[src/sv/ism_pkg.sv]
`default_nettype none
// ----------------------------------------------------------------------------
// ism_pkg
// Shared types and constants for the 9x9 smoothing window core.
// ----------------------------------------------------------------------------
package ism_pkg;

	localparam int PIX_W   = 8;
	localparam int KSIZE   = 9;
	localparam int LROWS   = 8;
	localparam int ROW_W   = 17;
	localparam int ACC_W   = 19;
	localparam int QIN_W   = ACC_W - 5;
	localparam int RECIP_W = 10;
	localparam int PROD_W  = QIN_W + RECIP_W;
	localparam int RECIP_SHIFT = 15;
	localparam logic [RECIP_W-1:0] RECIP = 10'd993;

	localparam logic [0:0] REG_WIDTH  = 1'b0;
	localparam logic [0:0] REG_HEIGHT = 1'b1;

	localparam logic [7:0] KERN [KSIZE][KSIZE] = '{
		'{8'd0, 8'd1,  8'd2,  8'd4,  8'd8,   8'd4,  8'd2,  8'd1,  8'd0},
		'{8'd1, 8'd2,  8'd4,  8'd8,  8'd16,  8'd8,  8'd4,  8'd2,  8'd1},
		'{8'd2, 8'd4,  8'd8,  8'd16, 8'd32,  8'd16, 8'd8,  8'd4,  8'd2},
		'{8'd4, 8'd8,  8'd16, 8'd32, 8'd64,  8'd32, 8'd16, 8'd8,  8'd4},
		'{8'd8, 8'd16, 8'd32, 8'd64, 8'd128, 8'd64, 8'd32, 8'd16, 8'd8},
		'{8'd4, 8'd8,  8'd16, 8'd32, 8'd64,  8'd32, 8'd16, 8'd8,  8'd4},
		'{8'd2, 8'd4,  8'd8,  8'd16, 8'd32,  8'd16, 8'd8,  8'd4,  8'd2},
		'{8'd1, 8'd2,  8'd4,  8'd8,  8'd16,  8'd8,  8'd4,  8'd2,  8'd1},
		'{8'd0, 8'd1,  8'd2,  8'd4,  8'd8,   8'd4,  8'd2,  8'd1,  8'd0}
	};

	typedef logic [PIX_W-1:0] pix_t;
	typedef pix_t [KSIZE-1:0] column_t;

	typedef struct packed {
		logic adv;
		logic shift;
	} win_ctl_t;

	typedef struct packed {
		logic        has_b;
		logic        has_f;
		logic [11:0] b_row;
		logic [9:0]  b_col;
		pix_t        pix;
		logic [11:0] f_row;
		logic [9:0]  f_col;
	} item_t;

endpackage
`default_nettype wire

[src/sv/ism_window.sv]
`default_nettype none
// ----------------------------------------------------------------------------
// ism_window
// 9x9 window shift register with a two-stage weighted sum.
// ----------------------------------------------------------------------------
module ism_window import ism_pkg::*; (
	input  wire logic             clk,
	input  wire logic             arst_n,
	input  wire win_ctl_t         ctl,
	input  wire column_t          col_in,
	output logic      [ACC_W-1:0] acc
);

	pix_t [KSIZE-1:0][KSIZE-1:0] win_q;
	pix_t [KSIZE-1:0][KSIZE-1:0] win_d;
	logic [KSIZE-1:0][ROW_W-1:0] rs_d;
	logic [KSIZE-1:0][ROW_W-1:0] rs_s3;
	logic [ACC_W-1:0]            tot_d;
	logic [ACC_W-1:0]            acc_s4;

	always_comb begin
		for (int y = 0; y < KSIZE; y++) begin
			for (int x = 0; x < KSIZE - 1; x++) begin
				win_d[y][x] = win_q[y][x+1];
			end
			win_d[y][KSIZE-1] = col_in[y];
		end
	end

	always_comb begin
		for (int y = 0; y < KSIZE; y++) begin
			rs_d[y] = '0;
			for (int x = 0; x < KSIZE; x++) begin
				rs_d[y] = rs_d[y] + ROW_W'(win_q[y][x]) * ROW_W'(KERN[y][x]);
			end
		end
	end

	always_comb begin
		tot_d = '0;
		for (int y = 0; y < KSIZE; y++) begin
			tot_d = tot_d + ACC_W'(rs_s3[y]);
		end
	end

	always_ff @(posedge clk or negedge arst_n) begin
		if (!arst_n) begin
			win_q <= '0;
		end else if (ctl.shift) begin
			win_q <= win_d;
		end
	end

	always_ff @(posedge clk) begin
		if (ctl.adv) begin
			rs_s3  <= rs_d;
			acc_s4 <= tot_d;
		end
	end

	assign acc = acc_s4;

endmodule
`default_nettype wire

[config.mk]
export PLATFORM = sky130hd
export DESIGN_NAME = ism_window
export DESIGN_NICKNAME = d
export VERILOG_FILES = /design/src/sv/ism_pkg.sv /design/src/sv/ism_window.sv
export SDC_FILE = /design/constraint.sdc
export NUM_CORES = 2
export LEC_CHECK = 0
export BUFFER_PORTS_ARGS = -buffer_cell sky130_fd_sc_hd__buf_2
export CAP_MARGIN = 20
export CORE_ASPECT_RATIO = 0.75
export CORE_MARGIN = 3
export CORE_UTILIZATION = 34
export CTS_CLUSTER_DIAMETER = 150
export DETAILED_ROUTE_END_ITERATION = 10
export PLACE_DENSITY = 0.49
export SLEW_MARGIN = 25
export SYNTH_ARGS = -nofsm -noshare
export SYNTH_HDL_FRONTEND = slang
export SYNTH_SLANG_ARGS = --single-unit
export TNS_END_PERCENT = 50
[constraint.sdc]
create_clock -name clk -period 7.75 [get_ports clk]
set_input_delay 1.9375 -clock clk [delete_from_list [all_inputs] [get_ports clk]]
set_output_delay 1.9375 -clock clk [all_outputs]
set_load 0.1 [all_outputs]
# Yosys cells after proc, flatten, opt, wreduce, memory -nomap -nowiden
# Index checks and enable logic that the tools add are counted.
# totals
reg_bits	804
out_inout_bits	19
wordCells	165
inputBits	76
# op_classes
n_addsub	76
# op_table
cell	count
$add 19x17->19	6
$add 12x12->13	6
$add 11x11->12	6
$add 13x13->14	5
$add 17x11->17	3
$add 14x14->15	3
$add 10x10->11	4
$add 8x9->10	4
$add 16x10->17	2
$add 16x12->17	2
$add 16x8->17	2
$add 17x10->17	2
$add 17x9->17	2
$add 15x11->16	2
$add 15x13->16	2
$add 15x9->16	2
$add 14x10->15	2
$add 14x12->15	2
$add 14x8->15	2
$add 13x11->14	2
$add 13x9->14	2
$add 12x10->13	2
$add 10x11->12	2
$add 9x10->11	2
7 further kinds	7

# Depth between registers and ports, before layout
# logic_depth
ltp_word	8
ltp_mapped	16
mapped_depth_nobuf	16

# Least setup slack after synthesis
# OpenSTA, ideal clock, no wires.
# synth_timing
kind	reg-to-reg
start	reg win_q (netlist bit win_d[295])
end	reg rs_s3[84] (netlist bit), data pin
path_stages_with_launch	15
arrival_ns	3.912
setup_ns	0.269
period_less_slack_ns	4.180
n_path_buf	0
slack_ns	3.570
required_time_ns	7.481
path_cell_list	dfrtp_1 inv_1 fa_1 inv_1 fa_1 fa_1 inv_1 fa_1 inv_1 ha_1 a21oi_1 a21boi_1 a2111oi_1 o31ai_1 xor2_1
# synth_lines
item	line	source
start, declared	ism_window.sv:14	pix_t [KSIZE-1:0][KSIZE-1:0] win_q;
start signal, assigned	ism_window.sv:50	win_q <= win_d;
end signal, assigned	ism_window.sv:56	rs_s3 <= rs_d;
end, declared	ism_window.sv:17	logic [KSIZE-1:0][ROW_W-1:0] rs_s3;

==> results.rst <==
.. list-table::
   :header-rows: 1

   * - Metric
     - Value
   * - Post-placement worst setup slack
     - 3.335 ns
   * - Final worst-path cycle share
     - 0.5749
   * - Max Root-Sink Buffers
     - 3
   * - Die W
     - 434.4 um
   * - Post-Syn Area per Cell
     - 11.93 um^2
   * - Number of gates given a new drive strength after cts
     - 0
   * - Actual transition at the worst max-transition pin
     - 0.9678 ns
   * - Finished Layout Cells
     - 5,882
   * - Initial antenna violation count
     - 7
   * - Post-Synthesis Net Count
     - 4,741
   * - Critical path arrival
     - 4.85 ns
   * - Yosys Warn Count
     - 0
   * - Cell chain of the critical path
     - inv_1, fa_1, inv_1, fa_1, fa_1, inv_1, fa_1, inv_1, ha_1, a21oi_1, a21boi_1, a2111oi_1, o31ai_1, xor2_1
   * - Timing-limited maximum frequency
     - 224.4 MHz
   * - Number of hold violations in the final report
     - 0
   * - Number of remaining DRC errors
     - 0
   * - Gr busiest metal
     - met1
   * - Area fraction in compound gates after synthesis
     - 0.05467
   * - Die extent in y
     - 327.3 um
   * - Main flop type after synthesis
     - sky130_fd_sc_hd__dfrtp_1
   * - Max stage delay on crit path
     - 0.55 ns
   * - Depth of the most critical reg-to-reg path
     - 14
   * - Post-layout worst setup margin
     - 3.294 ns
   * - H-tree depth
     - 3
   * - Count of vias placed by the detailed router
     - 25,842
   * - Layout Nets
     - 4,844
   * - Via count of the first global-routing pass
     - 27,447
   * - Setup TNS
     - 0 ns
   * - Design area
     - 52,300 um^2
   * - Initial Utilization
     - 0.3438
   * - Endpoints failing setup
     - 0
   * - Largest family of logic cells by synthesized area
     - adder cells
   * - Post-route clock skew
     - 0.03529 ns
   * - Minimum setup slack among reg-to-reg paths
     - 3.29 ns
   * - Fraction of the yosys area taken by sequential cells
     - 0.4348
   * - Mapped Cells
     - 3,923
   * - Final period demand of the worst path
     - 4.456 ns
   * - Met1 track demand over resource in global routing
     - 0.2237
   * - Total wire length
     - 93,890 um
   * - Sort of element at the start of the critical path
     - register
   * - Max capacitance violation total
     - 0
   * - Startpoint of the lowest-slack hold path
     - win_d[367]$_DFFE_PN0P_
   * - Number of buffers added for setup after CTS
     - 0
   * - Post-synth cell types
     - 50
   * - DR WL/cell
     - 15.96 um
   * - Gpl congestion
     - 0.7862
   * - Filler cells
     - 13,300
   * - End of the worst hold path
     - win_q[367]$_DFFE_PN0P_
   * - Total I/O pin count
     - 95
   * - Number of detailed-routing iterations run before antenna repair
     - 5
   * - Number of enable-type register cells in the synthesized netlist
     - 151
   * - Vias per cell
     - 4.393
   * - Post-synthesis to final-layout area growth
     - 11.76%
   * - Origin of the critical flop-to-flop path
     - win_d[295]$_DFFE_PN0P_
   * - Required time of the worst setup path
     - 8.15 ns
   * - CP endpoint kind
     - register
   * - Met2 capacity usage during global routing
     - 0.1901
   * - Clk slew on worst S/H paths
     - 0.06 ns
   * - Hold-critical path depth
     - 2
   * - Placeable core region
     - 136,100 um^2
   * - Total of buffers placed on input and output ports
     - 94
   * - Overall fraction of global-route tracks in use
     - 0.1393
   * - TritonCTS clock tree
     - built
   * - Simple logic cell fraction of the synthesized area
     - 0.03719
   * - Aggregate global routing overflow
     - 0
   * - Status
     - completed
   * - Maximum fanout along the worst path
     - 6
   * - Clock buffers created by TritonCTS
     - 89
   * - Cells after DPL
     - 5,720
   * - Cell area after synthesis
     - 46,800 um^2
   * - Multiplexer area fraction after synthesis
     - 0.08873
   * - Placed cell areas
     - 49,330 um^2
   * - GRT met3 Usage
     - 0.02708
   * - Latest clock arrival within the worst-skew pair
     - 0.69 ns
   * - Clock tree root driver cell
     - sky130_fd_sc_hd__clkbuf_16
   * - Post-synthesis xor/xnor area fraction
     - 0.01329
   * - FP Rows
     - 117
   * - Reg2reg end
     - rs_s3[84]$_DFFE_PP_
   * - Number of clock sinks
     - 783
   * - Share of synthesized registers carrying an async set or reset
     - 0.8072
   * - Worst hold-check path type
     - reg2reg
   * - Worst setup path category
     - reg2reg
   * - Global-route wire length before repair
     - 156,100 um
   * - Max-slew headroom
     - 0.3548
   * - Die Footprint
     - 142,200 um^2
   * - Maximum number of pins on one net before global-route repair
     - 148
   * - Post-synthesis adder-cell area fraction
     - 0.2832
   * - Max-slew violation count
     - 0
   * - Setup repair after global routing missed its margin
     - false
   * - Proportion of layout cells with a drive suffix above 1
     - 0.1509
   * - Final HPWL from detailed placement
     - 70,440 um
   * - Synthesized flop and latch total
     - 783
   * - Detailed Route Iter0 Violations
     - 1,517
   * - Critical-path cell with the highest stage delay
     - sky130_fd_sc_hd__fa_1
   * - Post-detailed-route count of antenna-violating nets
     - 0
   * - Hold-fix buffer count after cts
     - 0
-- sequential cells by signal (all words and copies together), names as in the netlist --
name / flops
acc: 19
rs_s3: 132
win_d: 576
win_q: 56
-- layer usage --
metal | routed length (um) | vias up
met4 | 1775 | 2
li1 | - | 12432
met5 | 13 | -
met3 | 3685 | 107
met1 | 50190 | 13037
met2 | 38220 | 264
-- critical path: cells and delay by family (launching register included) --
kind / cells / cell delay (ns)
compound gates: 4 / 0.96
xor+xnor: 1 / 0.18
buf+inv: 4 / 0.22
fa+ha+maj: 5 / 2.49
flops: 1 / 0.34
-- synthesized netlist by cell type, drive strengths merged, types with 2 or more instances --
| master | n | area, um^2 |
|---|---|---|
| xor2 | 21 | 183.9 |
| fa | 529 | 10590 |
| xnor2 | 50 | 437.9 |
| ha | 213 | 2665 |
| a2111o | 2 | 22.52 |
| a311oi | 2 | 17.52 |
| buf | 48 | 240.2 |
| nand3 | 15 | 75.07 |
| and2 | 2 | 12.51 |
| a21o | 20 | 150.1 |
| o21a | 19 | 142.6 |
| a21oi | 53 | 265.3 |
| nor4 | 6 | 37.54 |
| o21bai | 7 | 52.55 |
| o211ai | 10 | 80.07 |
| o22ai | 2 | 12.51 |
| a211oi | 15 | 112.6 |
| dfrtp | 632 | 15820 |
| clkbuf | 55 | 206.5 |
| o41ai | 5 | 43.79 |
| nand2 | 286 | 1074 |
| or3 | 2 | 12.51 |
| nand4 | 8 | 50.05 |
| a211o | 2 | 17.52 |
| mux2 | 367 | 4133 |
| inv | 979 | 3675 |
| o21ai | 306 | 1531 |
| edfxtp | 151 | 4534 |
| and3 | 4 | 25.02 |
| nor2b | 14 | 87.58 |
| a21boi | 2 | 15.02 |
| nor2 | 54 | 202.7 |
| a31oi | 4 | 25.02 |
| o31ai | 3 | 22.52 |
| nor3 | 16 | 80.08 |
| nand2b | 7 | 43.79 |
| mux2i | 2 | 20.02 |
-- cell usage in the layout (no fill, tap or decap), types with 54 or more instances in the layout --
master                        n
sky130_fd_sc_hd__nor2_1      54
sky130_fd_sc_hd__buf_2       91
sky130_fd_sc_hd__edfxtp_1   151
sky130_fd_sc_hd__ha_1       213
sky130_fd_sc_hd__clkbuf_16   92
sky130_fd_sc_hd__dfrtp_1    632
sky130_fd_sc_hd__inv_1      979
sky130_fd_sc_hd__o21ai_0    225
sky130_fd_sc_hd__o21ai_1     81
sky130_fd_sc_hd__nand2_1    286
sky130_fd_sc_hd__mux2_2     367
sky130_fd_sc_hd__fa_1       529
-- worst max path at each step --
stage | endpoint | start | cells past startpoint
6_report | rs_s3[84]$_DFFE_PP_ | win_d[295]$_DFFE_PN0P_ | 14
5_1_grt | rs_s3[84]$_DFFE_PP_ | win_d[295]$_DFFE_PN0P_ | 14
4_1_cts | rs_s3[84]$_DFFE_PP_ | win_d[295]$_DFFE_PN0P_ | 14
3_5_place_dp | rs_s3[84]$_DFFE_PP_ | win_d[295]$_DFFE_PN0P_ | 14
3_3_place_gp | rs_s3[84]$_DFFE_PP_ | win_d[295]$_DFFE_PN0P_ | 14
2_1_floorplan | rs_s3[84]$_DFFE_PP_ | win_d[295]$_DFFE_PN0P_ | 14
-- logic make-up (layout without fill, tap and decap cells) --
logic type,count (synthesis),after routing
XOR/XNOR,71,71
AND/OR/NAND/NOR,419,419
adder cells (fa/ha/maj),742,742
other,0,2
buffers and inverters,1082,1254
AO/OA/AOI/OAI,457,457
flip-flops,783,783
multiplexers,369,369
-- metrics by stage --
stage          hold slack [ns]    util
3_5_place_dp            0.4616  0.3623
5_1_grt                 0.4947  0.3842
6_report                0.4721  0.3842
3_3_place_gp            0.4594  0.3623
4_1_cts                 0.4729  0.3841
2_1_floorplan           0.4492       -
-- final cells by class --
| class | count | area, um^2 | area share |
|---|---|---|---|
| multi-input cells | 2058 | 22330 | 0.4269 |
| flip-flops and latches | 783 | 20350 | 0.3891 |
| inverters | 979 | 3675 | 0.07026 |
| clock buffers | 128 | 2608 | 0.04985 |
| well taps | 1785 | 2233 | 0.04270 |
| repair buffers | 115 | 742.0 | 0.01419 |
| clock inverters | 32 | 362.8 | 0.006937 |
| diodes | 2 | 5.005 | 0.00009569 |
Power is not shown: default switching activity piles up to over one toggle a cycle in this logic, so the estimate is an artifact.
